`src/rtl/msag_pkg.sv`:
```
package msag_pkg;

    localparam int unsigned CFG_IDX_W  = 3;
    localparam int unsigned CFG_DATA_W = 16;

    // register indexes
    localparam logic [CFG_IDX_W-1:0] REG_MIN_INL_NORM = 3'd0;
    localparam logic [CFG_IDX_W-1:0] REG_MIN_INL_REC  = 3'd1;
    localparam logic [CFG_IDX_W-1:0] REG_MIN_RAT_NORM = 3'd2;
    localparam logic [CFG_IDX_W-1:0] REG_MIN_RAT_REC  = 3'd3;
    localparam logic [CFG_IDX_W-1:0] REG_MAX_EPI_NORM = 3'd4;
    localparam logic [CFG_IDX_W-1:0] REG_MAX_EPI_REC  = 3'd5;
    localparam logic [CFG_IDX_W-1:0] REG_FLIP_LIMIT   = 3'd6;
    localparam logic [CFG_IDX_W-1:0] REG_COOLDOWN     = 3'd7;

    typedef logic [2:0] t_reason;

    localparam t_reason REASON_OK       = 3'd0;
    localparam t_reason REASON_COUNT    = 3'd1;
    localparam t_reason REASON_RATIO    = 3'd2;
    localparam t_reason REASON_EPI      = 3'd3;
    localparam t_reason REASON_FLIP     = 3'd4;
    localparam t_reason REASON_LARGE    = 3'd5;
    localparam t_reason REASON_COOLDOWN = 3'd6;
    localparam t_reason REASON_RECOVERY = 3'd7;

    // angles in 1/256 degree
    localparam logic [15:0] MED_FALLBACK = 16'd256;
    localparam logic [15:0] MED_FLOOR    = 16'd38;
    localparam logic [15:0] LARGE_MIN    = 16'd3072;
    localparam logic [15:0] LARGE_ADD    = 16'd512;
    localparam logic [15:0] COOL_MIN     = 16'd1024;
    localparam logic [15:0] COOL_ADD     = 16'd256;
    localparam logic [15:0] RECOV_MIN    = 16'd768;
    localparam logic [15:0] RECOV_ADD    = 16'd205;

    // reset values of the configuration registers
    localparam logic [11:0] RST_MIN_INL_NORM = 12'd15;
    localparam logic [11:0] RST_MIN_INL_REC  = 12'd10;
    localparam logic [10:0] RST_MIN_RAT_NORM = 11'd358;
    localparam logic [10:0] RST_MIN_RAT_REC  = 11'd256;
    localparam logic [15:0] RST_MAX_EPI_NORM = 16'd640;
    localparam logic [15:0] RST_MAX_EPI_REC  = 16'd768;
    localparam logic [15:0] RST_FLIP_LIMIT   = 16'd30720;
    localparam logic [7:0]  RST_COOLDOWN     = 8'd3;

    // saturate a wide limit sum to 16 bits, then apply the lower bound
    function automatic logic [15:0] sat_limit(input logic [19:0] sum,
                                              input logic [15:0] lower);
        logic [15:0] t;
        t = (sum > 20'h0FFFF) ? 16'hFFFF : sum[15:0];
        return (t > lower) ? t : lower;
    endfunction

endpackage

```
`src/rtl/motion_step_acceptance_gate.sv`:
```
// Step acceptance gate: one item is taken while the input side is not stalled
// and gives exactly one result. The recent rotations sit in a ring of
// WINDOW_DEPTH registers with accepted marks; the median of the accepted
// nonzero ones comes from a rank-count unit that looks at one ring entry per
// cycle while the ring rotates once around. After acceptance an item passes
// through the eligible count step, WINDOW_DEPTH rank steps, the median step
// and the decision step, which also writes the step into the ring and loads
// the output register. A result still waiting at the output does not block
// the next item until that item reaches its decision step.
module motion_step_acceptance_gate #(
    parameter int unsigned WINDOW_DEPTH = 16
) (
    input  logic                                i_clk,
    input  logic                                i_rst_n,

    input  logic                                i_cfg_we,
    input  logic [msag_pkg::CFG_IDX_W-1:0]      i_cfg_index,
    input  logic [msag_pkg::CFG_DATA_W-1:0]     i_cfg_data,

    input  logic                                i_in_valid,
    output logic                                o_in_stall,
    input  logic                                i_in_recovery,
    input  logic [11:0]                         i_in_inlier_count,
    input  logic signed [11:0]                  i_in_inlier_ratio,
    input  logic [15:0]                         i_in_epi_error,
    input  logic [15:0]                         i_in_rotation,
    input  logic [7:0]                          i_in_reject_run,

    output logic                                o_out_valid,
    input  logic                                i_out_stall,
    output logic                                o_out_accepted,
    output logic [2:0]                          o_out_reason,
    output logic [15:0]                         o_out_median_rotation
);

    localparam int unsigned CW = $clog2(WINDOW_DEPTH + 1);
    localparam int unsigned IW = (WINDOW_DEPTH > 1) ? $clog2(WINDOW_DEPTH) : 1;
    localparam logic [IW-1:0] LAST_IDX = IW'(WINDOW_DEPTH - 1);

    localparam logic [2:0] S_IDLE = 3'd0;
    localparam logic [2:0] S_CNT  = 3'd1;
    localparam logic [2:0] S_RANK = 3'd2;
    localparam logic [2:0] S_MED  = 3'd3;
    localparam logic [2:0] S_DEC  = 3'd4;

    logic [2:0]    r_state;
    logic [IW-1:0] r_idx;

    // configuration
    logic [11:0] r_min_inl_norm, r_min_inl_rec;
    logic [10:0] r_min_rat_norm, r_min_rat_rec;
    logic [15:0] r_max_epi_norm, r_max_epi_rec;
    logic [15:0] r_flip_limit;
    logic [7:0]  r_cooldown;

    // latched item
    logic        r_rec;
    logic [11:0] r_count;
    logic [11:0] r_ratio;
    logic [15:0] r_epi;
    logic [15:0] r_rot;
    logic [7:0]  r_run;

    // window ring
    logic [15:0]             r_win [WINDOW_DEPTH];
    logic [WINDOW_DEPTH-1:0] r_acc;

    // median work
    logic [CW-1:0] r_n;
    logic [15:0]   r_lo, r_hi, r_med;

    // output register
    logic                r_out_valid;
    logic                r_out_acc;
    msag_pkg::t_reason   r_out_reason;
    logic [15:0]         r_out_med;

    logic [WINDOW_DEPTH-1:0] elig;
    logic [CW-1:0]           elig_cnt, lt_cnt, le_cnt;
    logic [15:0]             cand;
    logic [CW-1:0]           k_lo, k_hi;
    logic [16:0]             mid_sum;
    logic [15:0]             n_med;
    logic [15:0]             lim_large, lim_cool, lim_recov;
    logic [2:0]              n_reason;
    logic                    in_take, out_free;

    assign in_take  = i_in_valid && !o_in_stall;
    assign out_free = !r_out_valid || !i_out_stall;
    assign cand     = r_win[0];
    assign k_lo     = (r_n - CW'(1)) >> 1;
    assign k_hi     = r_n >> 1;

    // rank lanes: one compare per ring entry against the entry at the ring head
    always_comb begin
        elig_cnt = '0;
        lt_cnt   = '0;
        le_cnt   = '0;
        for (int j = 0; j < WINDOW_DEPTH; j++) begin
            elig[j]  = r_acc[j] && (r_win[j] != 16'd0);
            elig_cnt = elig_cnt + CW'(elig[j]);
            lt_cnt   = lt_cnt + CW'(elig[j] && (r_win[j] < cand));
            le_cnt   = le_cnt + CW'(elig[j] && (r_win[j] <= cand));
        end
    end

    always_comb begin
        mid_sum = {1'b0, r_lo} + {1'b0, r_hi};
        if (r_n == '0) begin
            n_med = msag_pkg::MED_FALLBACK;
        end else if (r_n[0]) begin
            n_med = r_lo;
        end else begin
            n_med = mid_sum[16:1];
        end
        if (n_med < msag_pkg::MED_FLOOR) begin
            n_med = msag_pkg::MED_FLOOR;
        end
    end

    assign lim_large = msag_pkg::sat_limit({1'b0, r_med, 3'b000} + {4'b0, msag_pkg::LARGE_ADD},
                                           msag_pkg::LARGE_MIN);
    assign lim_cool  = msag_pkg::sat_limit({2'b0, r_med, 2'b00} + {4'b0, msag_pkg::COOL_ADD},
                                           msag_pkg::COOL_MIN);
    assign lim_recov = msag_pkg::sat_limit({4'b0, r_med} + {3'b0, r_med, 1'b0}
                                           + {4'b0, msag_pkg::RECOV_ADD},
                                           msag_pkg::RECOV_MIN);

    // decision cascade, first failing check wins
    always_comb begin
        if (r_count < (r_rec ? r_min_inl_rec : r_min_inl_norm)) begin
            n_reason = msag_pkg::REASON_COUNT;
        end else if (!r_ratio[11] &&
                     (r_ratio < {1'b0, (r_rec ? r_min_rat_rec : r_min_rat_norm)})) begin
            n_reason = msag_pkg::REASON_RATIO;
        end else if (r_epi > (r_rec ? r_max_epi_rec : r_max_epi_norm)) begin
            n_reason = msag_pkg::REASON_EPI;
        end else if (r_rot > r_flip_limit) begin
            n_reason = msag_pkg::REASON_FLIP;
        end else if (!r_rec) begin
            if (r_rot > lim_large) begin
                n_reason = msag_pkg::REASON_LARGE;
            end else if ((r_run >= r_cooldown) && (r_rot > lim_cool)) begin
                n_reason = msag_pkg::REASON_COOLDOWN;
            end else begin
                n_reason = msag_pkg::REASON_OK;
            end
        end else if (r_rot > lim_recov) begin
            n_reason = msag_pkg::REASON_RECOVERY;
        end else begin
            n_reason = msag_pkg::REASON_OK;
        end
    end

    // configuration writes
    always_ff @(posedge i_clk) begin
        if (!i_rst_n) begin
            r_min_inl_norm <= msag_pkg::RST_MIN_INL_NORM;
            r_min_inl_rec  <= msag_pkg::RST_MIN_INL_REC;
            r_min_rat_norm <= msag_pkg::RST_MIN_RAT_NORM;
            r_min_rat_rec  <= msag_pkg::RST_MIN_RAT_REC;
            r_max_epi_norm <= msag_pkg::RST_MAX_EPI_NORM;
            r_max_epi_rec  <= msag_pkg::RST_MAX_EPI_REC;
            r_flip_limit   <= msag_pkg::RST_FLIP_LIMIT;
            r_cooldown     <= msag_pkg::RST_COOLDOWN;
        end else if (i_cfg_we) begin
            case (i_cfg_index)
                msag_pkg::REG_MIN_INL_NORM: r_min_inl_norm <= i_cfg_data[11:0];
                msag_pkg::REG_MIN_INL_REC:  r_min_inl_rec  <= i_cfg_data[11:0];
                msag_pkg::REG_MIN_RAT_NORM: r_min_rat_norm <= i_cfg_data[10:0];
                msag_pkg::REG_MIN_RAT_REC:  r_min_rat_rec  <= i_cfg_data[10:0];
                msag_pkg::REG_MAX_EPI_NORM: r_max_epi_norm <= i_cfg_data;
                msag_pkg::REG_MAX_EPI_REC:  r_max_epi_rec  <= i_cfg_data;
                msag_pkg::REG_FLIP_LIMIT:   r_flip_limit   <= i_cfg_data;
                msag_pkg::REG_COOLDOWN:     r_cooldown     <= i_cfg_data[7:0];
                default: ;
            endcase
        end
    end

    // sequencer and control
    always_ff @(posedge i_clk) begin
        if (!i_rst_n) begin
            r_state     <= S_IDLE;
            r_idx       <= '0;
            r_acc       <= '0;
            r_out_valid <= 1'b0;
        end else begin
            if ((r_state == S_DEC) && out_free) begin
                r_out_valid <= 1'b1;
            end else if (!i_out_stall) begin
                r_out_valid <= 1'b0;
            end
            case (r_state)
                S_IDLE: begin
                    if (in_take) begin
                        r_state <= S_CNT;
                    end
                end
                S_CNT: begin
                    r_idx   <= '0;
                    r_state <= S_RANK;
                end
                S_RANK: begin
                    // rotate the marks with the ring
                    r_acc <= (r_acc << 1) | (r_acc >> (WINDOW_DEPTH - 1));
                    r_idx <= r_idx + IW'(1);
                    if (r_idx == LAST_IDX) begin
                        r_state <= S_MED;
                    end
                end
                S_MED: begin
                    r_state <= S_DEC;
                end
                S_DEC: begin
                    // hold until the output register is free, then push the step
                    if (out_free) begin
                        r_acc   <= (r_acc << 1) |
                                   WINDOW_DEPTH'(n_reason == msag_pkg::REASON_OK);
                        r_state <= S_IDLE;
                    end
                end
                default: begin
                    r_state <= S_IDLE;
                end
            endcase
        end
    end

    // payload
    always_ff @(posedge i_clk) begin
        if (in_take) begin
            r_rec   <= i_in_recovery;
            r_count <= i_in_inlier_count;
            r_ratio <= i_in_inlier_ratio;
            r_epi   <= i_in_epi_error;
            r_rot   <= i_in_rotation;
            r_run   <= i_in_reject_run;
        end
        if (r_state == S_CNT) begin
            r_n <= elig_cnt;
        end
        if (r_state == S_RANK) begin
            for (int i = 1; i < WINDOW_DEPTH; i++) begin
                r_win[i] <= r_win[i-1];
            end
            r_win[0] <= r_win[WINDOW_DEPTH-1];
            if (elig[0] && (lt_cnt <= k_lo) && (k_lo < le_cnt)) begin
                r_lo <= cand;
            end
            if (elig[0] && (lt_cnt <= k_hi) && (k_hi < le_cnt)) begin
                r_hi <= cand;
            end
        end
        if (r_state == S_MED) begin
            r_med <= n_med;
        end
        if ((r_state == S_DEC) && out_free) begin
            for (int i = 1; i < WINDOW_DEPTH; i++) begin
                r_win[i] <= r_win[i-1];
            end
            r_win[0]     <= r_rot;
            r_out_acc    <= (n_reason == msag_pkg::REASON_OK);
            r_out_reason <= n_reason;
            r_out_med    <= r_med;
        end
    end

    assign o_in_stall            = (r_state != S_IDLE);
    assign o_out_valid           = r_out_valid;
    assign o_out_accepted        = r_out_acc;
    assign o_out_reason          = r_out_reason;
    assign o_out_median_rotation = r_out_med;

    a_start_count: assert property (@(posedge i_clk) disable iff (!i_rst_n)
        in_take |=> (r_state == S_CNT))
        else $error("accepted item did not start the eligible count");

    a_rank_range: assert property (@(posedge i_clk) disable iff (!i_rst_n)
        (r_state == S_RANK) |-> (r_idx <= LAST_IDX))
        else $error("rank step index past the window");

    a_dec_loads_out: assert property (@(posedge i_clk) disable iff (!i_rst_n)
        ((r_state == S_DEC) && !r_out_valid) |=> (r_out_valid && (r_state == S_IDLE)))
        else $error("decision did not load the output register");

    a_med_floor: assert property (@(posedge i_clk) disable iff (!i_rst_n)
        o_out_valid |-> (o_out_median_rotation >= msag_pkg::MED_FLOOR))
        else $error("median below floor");

    a_acc_reason: assert property (@(posedge i_clk) disable iff (!i_rst_n)
        o_out_valid |-> (o_out_accepted == (o_out_reason == msag_pkg::REASON_OK)))
        else $error("accept flag and reason disagree");

endmodule
```
`config.mk`:
```
export PLATFORM = sky130hd
export DESIGN_NAME = motion_step_acceptance_gate
export DESIGN_NICKNAME = d
export VERILOG_FILES = /design/src/rtl/msag_pkg.sv /design/src/rtl/motion_step_acceptance_gate.sv
export SDC_FILE = /design/constraint.sdc
export NUM_CORES = 1
export LEC_CHECK = 0
export ABC_CLOCK_PERIOD_IN_PS = 25400
export BUFFER_PORTS_ARGS = -buffer_cell sky130_fd_sc_hd__buf_2
export CORE_MARGIN = 10
export CORE_UTILIZATION = 50
export CTS_BUF_LIST = sky130_fd_sc_hd__clkbuf_4
export CTS_CLUSTER_DIAMETER = 200
export DETAILED_ROUTE_END_ITERATION = 7
export PLACE_DENSITY = 0.72
export SLEW_MARGIN = 0
export SYNTH_ARGS = -nofsm -noshare
export SYNTH_HDL_FRONTEND = slang
export SYNTH_SLANG_ARGS = --single-unit
```
`constraint.sdc`:
```
create_clock -name i_clk -period 25.4 [get_ports i_clk]
set_input_delay 5.08 -clock i_clk [delete_from_list [all_inputs] [get_ports i_clk]]
set_output_delay 5.08 -clock i_clk [all_outputs]
set_load 0.03 [all_outputs]
```
# Word level (Yosys, flattened, before mapping)
# Memory sizes are Yosys's and may differ from the RTL's.
# Cells that the tools add are included.
# classes
addsub,52
multipliers,0
n_reduce_logical,96
n_div,0
shift,0
mux,48
n_lt_le_gt_ge,51
n_bitwise,18
eq_ne,16
# op_table
op,n
two-way mux 16 bit,26
<= comparator 16 bit,16
less-than comparator 16 bit,16
nonzero test 16 bit,16
adder 5 x 1 -> 5 bit,33
greater-than comparator 16 bit,5
logical AND 1 bit,56
"greater-than comparator 19 x 16 -> 1 bit, second input constant",2
two-way mux 3 bit,11
OR 16 x 1 -> 16 bit,2
case mux 16 bit (2 select lines),1
AND reduction 2 bit,11
"adder 19 x 10 -> 20 bit, second input constant",1
"greater-than comparator 20 x 16 -> 1 bit, second input constant",1
"adder 18 x 8 -> 19 bit, second input constant",1
"adder 18 x 9 -> 19 bit, second input constant",1
adder 16 x 17 -> 18 bit,1
adder 16 x 16 -> 17 bit,1
"greater-than comparator 16 x 10 -> 1 bit, second input constant",1
"greater-than comparator 16 x 11 -> 1 bit, second input constant",1
"greater-than comparator 16 x 12 -> 1 bit, second input constant",1
"less-than comparator 16 x 6 -> 1 bit, second input constant",1
OR 1 bit,16
adder 4 x 1 -> 5 bit,3
28 further kinds,57
# totals
memories,1
rom_bits,0
ramBits,256
latch_bits,0
output_inout_bits,22
in_bits,89
ff_bits,264
# mem_list
memory,words,word_bits,read_ports,rd_ports_with_merged_regs,wr,line_no,text
r_win,16,16,16,0,16,motion_step_acceptance_gate.sv:65,logic [15:0] r_win [WINDOW_DEPTH];

# Depth between registers and ports, before layout
# Gate-level depths: netlist of the first run.
# An unclocked memory read counts as a cell.
# logic_depth
word_depth,23
ltp_mapped,26
mapped_depth_nobuf,26

# Worst setup path before layout of the first run
# Ideal clock, no wire load.
# synth_path
path_type,input to register
start,input i_out_stall
end,register r_acc[0]
arrival_time_ns,13.537
required_ns,25.302
stages,8
setup_slack_ns,11.764
path_cell_list,nand2_1 > nand3_1 > inv_2 > nor2_1 > clkinv_1 > clkbuf_1 > o21ai_0 > a21oi_1
# synth_between
elab_chain_cells,4
# synth_lines
element,line_no,text
from (decl),motion_step_acceptance_gate.sv:30,"input logic i_out_stall,"
zero test 1 bit,n/a,
logical OR 1 bit,motion_step_acceptance_gate.sv:89,assign out_free = !r_out_valid || !i_out_stall;
!= test 2 bit (no line),n/a,
AND reduction 2 bit (no line),n/a,
to (signal assigned),motion_step_acceptance_gate.sv:206,r_acc <= (r_acc << 1) | (r_acc >> (WINDOW_DEPTH - 1));
to (signal assigned),motion_step_acceptance_gate.sv:218,r_acc <= (r_acc << 1) |
to (decl),motion_step_acceptance_gate.sv:66,logic [WINDOW_DEPTH-1:0] r_acc;
# Every way passes these cells.
# A chain may end at the register's enable or synchronous reset.

==> run summary, run 1 <==
The flow ran to the end, and the final reports show no timing, DRC or antenna violations. The number of warning messages in the yosys log was 0; the peak fanout along the critical path was 105. For this run, global-route usage on met3 was measured as 4.70%.

Summing the sequential cell areas from Yosys gives 48.0% of the chip area. The worst path in the final design needs a cycle of 8.81 ns, including I/O delays and setup. The worst slack after detailed placement is 15.56 ns. For the worst setup path, the data required time is 25.99 ns.

The height of the die is 265 um, and the headroom to the max-slew limit is 19.4%. Setup repair after global routing left no endpoint under its margin. On the critical path the largest part of the delay comes from buffers and inverters. The first detailed-routing pass ran for 6 iterations. Cell internal power was estimated by the tool at 1460 uW. The number of buffers created by CTS was 137; the maximum resistive drop on vdd was 46.4 uV. The slack of the critical path was 16.59 ns. Once the floorplan was initialized, standard cells occupied 50.6% of the core.

The tools report the count of boundary I/O pins as 111. The total of buffers placed on input and output ports was 110; the net switching power figure was 547 uW. The post-route fraction of the period consumed by the critical path is 34.7%.

For met2 alone, demand over resource in global routing was 36.0%. Counting flops with a built-in enable in the synthesized netlist gives 394. The count of standard-cell rows was 89. The most repeated library cell on the critical path is sky130_fd_sc_hd__buf_4. Width of the die: 265 um.

The average vias per placed instance came out at 6.00. Setup violations remaining at the end of the flow were counted as 0. The run gives 0.0136 uW as the leakage power total. In the final routed layout, each cell accounts on average for 20.8 um.

The cell area after technology mapping was 0.0299 mm2; the number of antenna-violating nets in the routed design was 0. Core occupancy in the finished layout: 56.0%. The power consumption is 2010 uW, and the part of the total power dissipated in combinational logic is 11.7%. After the last flow step, the layout net total stands at 3463. Compared with the post-synthesis result, the final layout area differs by 10.8%. The number of violations of the max-capacitance limit is 0.

Counting instances in the post-synthesis netlist gives the leading cell types as sky130_fd_sc_hd__ha_1, sky130_fd_sc_hd__edfxtp_1, sky130_fd_sc_hd__nand2_1, sky130_fd_sc_hd__inv_1, sky130_fd_sc_hd__a21oi_1. The synthesized instance count was 2711; the post-DP HPWL was 56400 um. Counting flops with an async set or reset pin after synthesis yields a share of 0%. The synthesized design devotes to its leading area cell type 39.6% of total area. The synthesized design contains 520 register bits. The synthesized design spends more area on one cell type than any other, namely sky130_fd_sc_hd__edfxtp_1.

For this run, the top clock speed supported by timing is 113 MHz. STA puts the critical path data arrival time at 9.41 ns. The detailed router placed 22800 vias in this run. For this design, the CTS-stage hold fixing added 0 buffers.

The floorplan step defined a die boundary enclosing 0.0700 mm2. Entering global routing, the biggest net connects 127 pins. The tools report the total nets after synthesis as 3262.

Sequential cells account for 50.3% of the total power. Dividing total power by cell area gives a power density of 60.6 mW/mm2. Routability-driven placement finished with a final weighted congestion of 0.881. For the final routed wirelength across all metal layers, the log shows 79000 um. Most frequently used flop master after synthesis: sky130_fd_sc_hd__edfxtp_1. The critical path goes through buf_2 -> nand2_1 -> nand3_1 -> inv_2 -> nor2_2 -> inv_8 -> buf_4 -> buf_4. The largest individual stage delay along the critical path comes from the cell sky130_fd_sc_hd__buf_4. Cells with a size suffix above 1 make up 12.2% of the layout. The run gives 3 as the deepest clock path buffer count. The first global-routing pass estimated 123000 um of wire. The tools report the final global-route overflow total as 0. The number of global-route vias before repair is 23000, and the level count of the clock H-tree is 4. At the pin with the least slew margin, the transition time is 1.21 ns. In this run, the clock network consumes 38.0% of the power. The clock net sink count is 520.

Highest-utilization routing layer at the global route stage: met2. The clock reaches the later pin of the worst-skew pair after 1.02 ns. For met1 alone, demand over resource in global routing was 28.3%. The tools report the element type at the critical path end as a flop.

Share of total power consumed by net switching: 27.2%. TritonCTS built the clock tree. Clock-pin slew was measured on the worst setup and hold paths at 0.05 ns. The tools report the master cell of the clock root buffer as sky130_fd_sc_hd__clkbuf_4.

The hold violation total from the final report is 0, and the final-layout worst hold slack is 0.464 ns. The number of violations reported at the end of detailed-routing iteration 0 is 2062, and the clock skew after layout is 0.0574 ns. The logs give 74 for the count of different cell masters after synthesis and 0 for the post-CTS setup buffer count. Sorting the synthesized cells by area gives the leading types as sky130_fd_sc_hd__edfxtp_1, sky130_fd_sc_hd__ha_1, sky130_fd_sc_hd__dfxtp_1.

The startpoint-to-endpoint class of the critical path is input port to flop. Together, buffers and inverters on the worst path number 5. Averaged over all synthesized cells, the footprint is 11.0 um2. STA classifies the critical path startpoint as an input port. For the final max-slew violation count, the log shows 0. For this run, design rule violations remaining after detail routing come to 0.

Gates resized during post-CTS repair numbered 0. The core region is 0.0591 mm2. Global routing used 22.2% of the available tracks.

The run gives 2 as the initial antenna violation count. The worst min-delay path class was flop to flop. By instance count, the leading cell after synthesis is sky130_fd_sc_hd__ha_1.

The largest single stage delay on the critical path is 1.03 ns. For the final routed database, the setup TNS stands at 0 ns.
-- cell usage in the layout (no fill, tap or decap), types with 10 or more instances in the layout --
cell and n:
sky130_fd_sc_hd__nand3_1 53, sky130_fd_sc_hd__fa_1 31, sky130_fd_sc_hd__o211ai_1 22, sky130_fd_sc_hd__buf_4 22, sky130_fd_sc_hd__a21o_1 56, sky130_fd_sc_hd__xor2_1 18, sky130_fd_sc_hd__nor4_1 77, sky130_fd_sc_hd__o21a_1 33
sky130_fd_sc_hd__nand4_1 76, sky130_fd_sc_hd__nand2b_1 37, sky130_fd_sc_hd__nor2b_1 54, sky130_fd_sc_hd__nand2_1 374, sky130_fd_sc_hd__inv_1 150, sky130_fd_sc_hd__xnor2_1 23, sky130_fd_sc_hd__dfxtp_1 126, sky130_fd_sc_hd__a21oi_1 133
sky130_fd_sc_hd__edfxtp_1 394, sky130_fd_sc_hd__mux2i_1 42, sky130_fd_sc_hd__a31oi_1 12, sky130_fd_sc_hd__a211oi_1 15, sky130_fd_sc_hd__clkinv_1 27, sky130_fd_sc_hd__ha_1 431, sky130_fd_sc_hd__o21ai_0 100, sky130_fd_sc_hd__nor2_1 101
sky130_fd_sc_hd__clkbuf_4 205, sky130_fd_sc_hd__buf_2 109, sky130_fd_sc_hd__a21boi_0 98, sky130_fd_sc_hd__nor3_1 38, sky130_fd_sc_hd__and2_1 10
-- per-layer routing --
layer  wire length, um  part of all wire [%]  vias to the layer above
li1                  -                     -                    10600
met1             33700                    43                    11100
met2             37000                    47                      915
met3              5450                   6.9                      196
met4              2850                   3.6                        0
met5                 0                     0                        -
-- worst min-delay path, cell delays in order (launching register included) --
cell	delay [ns]
sky130_fd_sc_hd__dfxtp_1	0.30
sky130_fd_sc_hd__nand2_1	0.04
sky130_fd_sc_hd__a21boi_0	0.06
-- power groups by stage --
stage               Sequential [uW]  Clock [uW]  Combinational, uW
global route                   1010         826                266
floorplan                      1020           0                162
detailed placement             1030           0                233
finish                         1010         763                236
CTS                            1010         778                234
global placement               1030           0                217
-- sequential cells by signal, summed over array words and instances, names as in the netlist, 16 cells and up --
register	cells
r_max_epi_rec	16
r_max_epi_norm	16
r_hi	16
r_rot	16
r_win	256
r_lo	16
r_epi	16
o_out_median_rotation	16
r_acc	16
r_med	16
r_flip_limit	16
-- per-stage QoR --
stage	cell area, um2	std cells
6_report	33100	3797
5_1_grt	33100	3795
4_1_cts	33100	3793
3_5_place_dp	31300	3546
3_3_place_gp	31300	3546
2_1_floorplan	29900	2711
-- kinds of logic (layout without fill, tap and decap cells) --
family	count (synthesis)	count (layout)	synth area share, %
compound gates	564	564	12.6
xor+xnor	41	41	1.20
fa+ha+maj	462	462	20.1
buf+inv	221	530	2.87
flops	520	520	48.0
mux	44	44	1.48
other cells	0	4	0
simple gates	859	859	13.7
-- layout make-up --
type | count | area (um2)
Inverter | 152 | 578
Fill cell | 4869 | 26000
Sequential cell | 520 | 14400
Antenna cell | 4 | 10.0
Multi-Input combinational cell | 1970 | 14700
Clock inverter | 42 | 280
Timing Repair Buffer | 131 | 711
Clock buffer | 205 | 1540
Tap cell | 773 | 967
-- path summary, 6_finish.rpt --
check	to	start	depth (start not counted)	slack (ns)
setup / recovery	r_win[0][142]	i_out_stall	8	16.59
hold / removal	r_max_epi_norm[8]	r_max_epi_norm[8]	2	0.46
setup reg to reg	r_hi[10]	r_win[0][1]	25	17.39
hold reg to reg	r_max_epi_norm[8]	r_max_epi_norm[8]	2	0.46
(Power assumes the default switching activity.)
==> run 2, diff against run 1 <==
--- a/config.mk
+++ b/config.mk
@@ -5,7 +5,8 @@
 export SDC_FILE = /design/constraint.sdc
 export NUM_CORES = 1
 export LEC_CHECK = 0
-export ABC_CLOCK_PERIOD_IN_PS = 25400
+export ABC_AREA = 1
+export ABC_CLOCK_PERIOD_IN_PS = 8700
 export BUFFER_PORTS_ARGS = -buffer_cell sky130_fd_sc_hd__buf_2
 export CORE_MARGIN = 10
 export CORE_UTILIZATION = 50
==> constraint.sdc (replaced) <==
create_clock -name i_clk -period 8.7 [get_ports i_clk]
set_input_delay 1.74 -clock i_clk [delete_from_list [all_inputs] [get_ports i_clk]]
set_output_delay 1.74 -clock i_clk [all_outputs]
set_load 0.03 [all_outputs]
==> run summary, run 2 <==
The number of warning messages in the yosys log is 0 (unchanged). The fraction of post-synthesis cell area in the top cell type by area was 39.7% (+0.13 points). The commonest cells after synthesis are sky130_fd_sc_hd__nand2_1, sky130_fd_sc_hd__ha_1, sky130_fd_sc_hd__edfxtp_1, sky130_fd_sc_hd__inv_1, sky130_fd_sc_hd__nor2_1.

The total nets after synthesis was 3517 (+7.8%); the maximum cell stage delay along the critical path was 0.73 ns (-0.30 ns). The hold buffer count at cts is 0 (unchanged). The tools report the number of gates resized after CTS as 0 (unchanged).

The slowest stage of the critical path belongs to the cell sky130_fd_sc_hd__inv_1. Worst min-delay path class: flop to flop. The total of fill cells in the finished design came out at 5095 (+4.6%).

Number of buffers and inverters on the critical path: 5 (unchanged). The peak fanout along the critical path is 16 (-85%). The top cell types in the final layout, fill and taps aside, are sky130_fd_sc_hd__nand2_1, sky130_fd_sc_hd__ha_1, sky130_fd_sc_hd__edfxtp_1, sky130_fd_sc_hd__inv_1, sky130_fd_sc_hd__nor2_1. Clock skew after layout: 0.0643 ns (+0.00691 ns). Tracing the worst setup path back leads to its startpoint at r_win[0][11].

The power density relative to cell area is 259 mW/mm2 (+330%), and the global-route wire length before repair is 125000 um (+1.7%). The average vias per placed instance was 5.72 (-4.6%); the final-layout worst hold slack was 0.458 ns (-0.00604 ns). The count of standard-cell rows was 89 (unchanged). Fraction of the mapped netlist area in adder cells: 20.2% (+0.065 points). The simple-gate area share of the yosys netlist is 15.5% (+1.7 points), and the count of boundary I/O pins is 111 (unchanged). Number of enable-type register cells in the synthesized netlist: 394 (unchanged). The number of violations reported at the end of detailed-routing iteration 0 was 2014 (-2.3%); the register clock-pin slew on the reported worst setup and hold paths was 0.07 ns (+0.02 ns). The tools report the number of violations of the max-capacitance limit as 0 (unchanged). The final design instance area without fill is 0.0332 mm2 (+0.16%). The placer's final routability congestion estimate was 0.964 (+9.4%); the net count of the finished layout was 3740 (+8.0%). Among all flip-flop cells after synthesis, the most frequent one is sky130_fd_sc_hd__edfxtp_1. Worst path required time: 9.36 ns (-16.63 ns). The library cell used most frequently in the layout, excluding fill and tap cells, is sky130_fd_sc_hd__nand2_1.

From synthesis to final layout, the design area changed by 11.4%. The headroom to the max-slew limit was 21.8% (+2.3 points); the final routed wirelength across all metal layers was 80300 um (+1.7%). The overall die area was 0.0698 mm2 (-0.30%); the post-CTS setup buffer count was 0 (unchanged).

The worst flop-to-flop path startpoint was r_win[0][11]. The worst hold path begins at r_min_rat_norm[8]. The post-route fraction of the period consumed by the critical path is 81.6%. The clock period could shrink to 7.10 ns. The cell area after technology mapping was 0.0298 mm2 (-0.32%). The starting density of the core is 50.5% (-0.068 points).

The count of unresolved DRC violations after routing was 0 (unchanged); the post-synthesis xor/xnor area fraction was 0.923% (-0.28 points). The clock net sink count is 520 (unchanged). TritonCTS built the clock tree.

For the number of antenna-violating nets in the routed design, the log shows 0 (unchanged). The share of flip-flops with an asynchronous set or reset after synthesis works out to 0% (unchanged). The element type at the critical path end was a flop. The register with the most flip-flops in the final layout is r_win.

The final global-route overflow total came out at 0 (unchanged). The width of the die is 264 um (-0.15%). The deepest clock path buffer count was 3 (unchanged); the share of synthesized area spent on multiplexers was 1.21% (-0.27 points). Flip-flop and latch count after synthesis: 520 (unchanged). In this run the clock root is driven by a sky130_fd_sc_hd__clkbuf_4. For the count of different cell masters after synthesis, the log shows 53 (-28%). The number of failing setup endpoints in the final timing report was 0 (unchanged); the height of the die was 264 um (-0.15%). In the post-synthesis netlist, the biggest area contributors are sky130_fd_sc_hd__edfxtp_1, sky130_fd_sc_hd__ha_1, sky130_fd_sc_hd__dfxtp_1. The synthesized instance count was 2966 (+9.4%). Most common cell in the netlist: sky130_fd_sc_hd__nand2_1. The main combinational cell family by area after synthesis is adder cells. The number of detailed-routing iterations run before antenna repair was 6 (unchanged); the via count was 23300 (+2.4%). The maximum resistive drop on vdd is 186 uV (+300%). The tools report the data arrival time of the critical path as 7.76 ns (-1.65 ns). The transition time of the tightest slew-check pin works out to 1.17 ns (-0.0352 ns).

On the critical path the largest part of the delay comes from adder cells. The power consumption is 8590 uW (+330%). The number of global-route vias before repair is 23400 (+1.7%), and the compound-cell area share of the yosys netlist is 9.47% (-3.1 points).

The hold violation total from the final report is 0 (unchanged). The synthesized area divided by synthesized cell count is 10.0 um2 (-8.9%). The setup total negative slack was 0 ns (unchanged); the largest net degree at the start of global routing was 179 (+41%). The logs give 48.2% (+0.16 points) for the sequential-to-total area share from yosys stat and 56.2% (+0.20 points) for the core occupancy in the finished layout. The fraction of layout cells with a size suffix above 1 came out at 13.0% (+0.75 points). For the final max-slew violation count, the log shows 0 (unchanged). The run gives 0.0146 uW (+7.4%) as the leakage power total.

Timing would allow up to 141 MHz. The flip-flop count of the largest register, all copies and words added was 256 (unchanged). The setup path with the least slack is of type flop to flop.

The total of buffers placed on input and output ports is 110 (unchanged), and the insertion delay to the later sink of the worst-skew pair is 1.05 ns (+0.03 ns). The worst setup path is launched from a flop. The synthesized design spends more area on one cell type than any other, namely sky130_fd_sc_hd__edfxtp_1. By instance count, the cell type seen most on the critical path is sky130_fd_sc_hd__fa_1. The level count of the clock H-tree was 4 (unchanged); the area of the core region was 0.0590 mm2 (-0.19%). The tools report the initial antenna violation count as 2 (unchanged).

The run gives 22.6% (+0.33 points) as the overall global routing resource usage. The run finished with clean final reports. Setup repair after global routing left no endpoint under its margin. The logs give 58600 um (+3.9%) for the post-DP HPWL and 138 (+0.73%) for the number of buffers created by CTS.

The mean routed wirelength per cell came out at 19.7 um (-5.3%). The tools report the placement-stage cell area as 0.0314 mm2 (+0.15%).
## run 2: changes by cell type after synthesis, moves of 40 or more
cell                       before  now
sky130_fd_sc_hd__nor2_1       103  272
sky130_fd_sc_hd__nand3_1       53   93
sky130_fd_sc_hd__nand2_1      374  461
sky130_fd_sc_hd__a21oi_1      133  230
sky130_fd_sc_hd__nor2b_1       54    0
sky130_fd_sc_hd__a21o_1        56    6
sky130_fd_sc_hd__o21ai_0      100  177
sky130_fd_sc_hd__a21boi_0      98    1
sky130_fd_sc_hd__inv_1        150  306
## run 2: final cells by class
cell class	instances	area, um2	area share [%]
Antenna cell	4	10.0	0.0302
Clock buffer	203	1520	4.59
Clock inverter	48	302	0.908
Inverter	314	1180	3.56
Multi-Input combinational cell	2082	14100	42.5
Sequential cell	520	14400	43.2
Tap cell	773	967	2.91
Timing Repair Buffer	133	736	2.22
## run 2: path summary, 6_finish.rpt
kind                  endpoint  slack [ns]  cells past startpoint
max                    r_hi[5]        1.60                     25
min          r_min_rat_norm[8]        0.46                      2
max reg2reg            r_hi[5]        1.60                     25
min reg2reg  r_min_rat_norm[8]        0.46                      2
## run 2: worst register-to-register path, stage by stage (launching register included)
cell and delay (ns):
sky130_fd_sc_hd__edfxtp_1 0.45, sky130_fd_sc_hd__inv_1 0.73, sky130_fd_sc_hd__ha_1 0.40, sky130_fd_sc_hd__nand2_1 0.09, sky130_fd_sc_hd__nor2_1 0.05, sky130_fd_sc_hd__a211oi_1 0.20
sky130_fd_sc_hd__o21ai_0 0.12, sky130_fd_sc_hd__nor4_1 0.37, sky130_fd_sc_hd__nand2_1 0.18, sky130_fd_sc_hd__nand2_1 0.12, sky130_fd_sc_hd__fa_1 0.41, sky130_fd_sc_hd__inv_1 0.08
sky130_fd_sc_hd__fa_1 0.44, sky130_fd_sc_hd__fa_1 0.58, sky130_fd_sc_hd__fa_1 0.57, sky130_fd_sc_hd__inv_1 0.05, sky130_fd_sc_hd__ha_1 0.22, sky130_fd_sc_hd__fa_1 0.40
sky130_fd_sc_hd__xnor2_1 0.24, sky130_fd_sc_hd__ha_1 0.27, sky130_fd_sc_hd__inv_1 0.06, sky130_fd_sc_hd__o21bai_1 0.06, sky130_fd_sc_hd__a21oi_1 0.13, sky130_fd_sc_hd__nor2_1 0.07
sky130_fd_sc_hd__a211oi_2 0.20, sky130_fd_sc_hd__buf_4 0.27
## run 2: cell families (layout without fill, tap and decap cells)
kind of cell             count (synthesis)  after routing
AND/OR/NAND/NOR                       1048           1048
flip-flops                             520            520
AO/OA/AOI/OAI                          508            508
adder cells (fa/ha/maj)                462            462
buffers and inverters                  364            698
multiplexers                            36             36
XOR/XNOR                                28             28
other                                    0              4
## run 2: metrics by stage
stage / setup WS (ns) / instances
after global placement: 1.82 / 3822
final: 1.60 / 4077
after floorplan: 1.66 / 2966
after CTS: 1.64 / 4073
after detailed placement: 1.70 / 3822
after global routing: 1.21 / 4076
## run 2: layer usage
layer / routed length (um) / up-vias / share of wire [%] / global-route usage, %
met5: 0 / - / 0 / 0
met4: 2870 / 0 / 3.6 / 9.65
met3: 5780 / 205 / 7.2 / 4.50
met2: 37400 / 943 / 47 / 36.4
met1: 34300 / 11100 / 43 / 29.1
li1: - / 11100 / - / -
## run 2: where the power goes
| part | switching [uW] | total [uW] | internal, uW |
|---|---|---|---|
| Combinational | 1760 | 2740 | 983 |
| Clock | 1070 | 2220 | 1150 |
| Sequential | 389 | 3620 | 3240 |
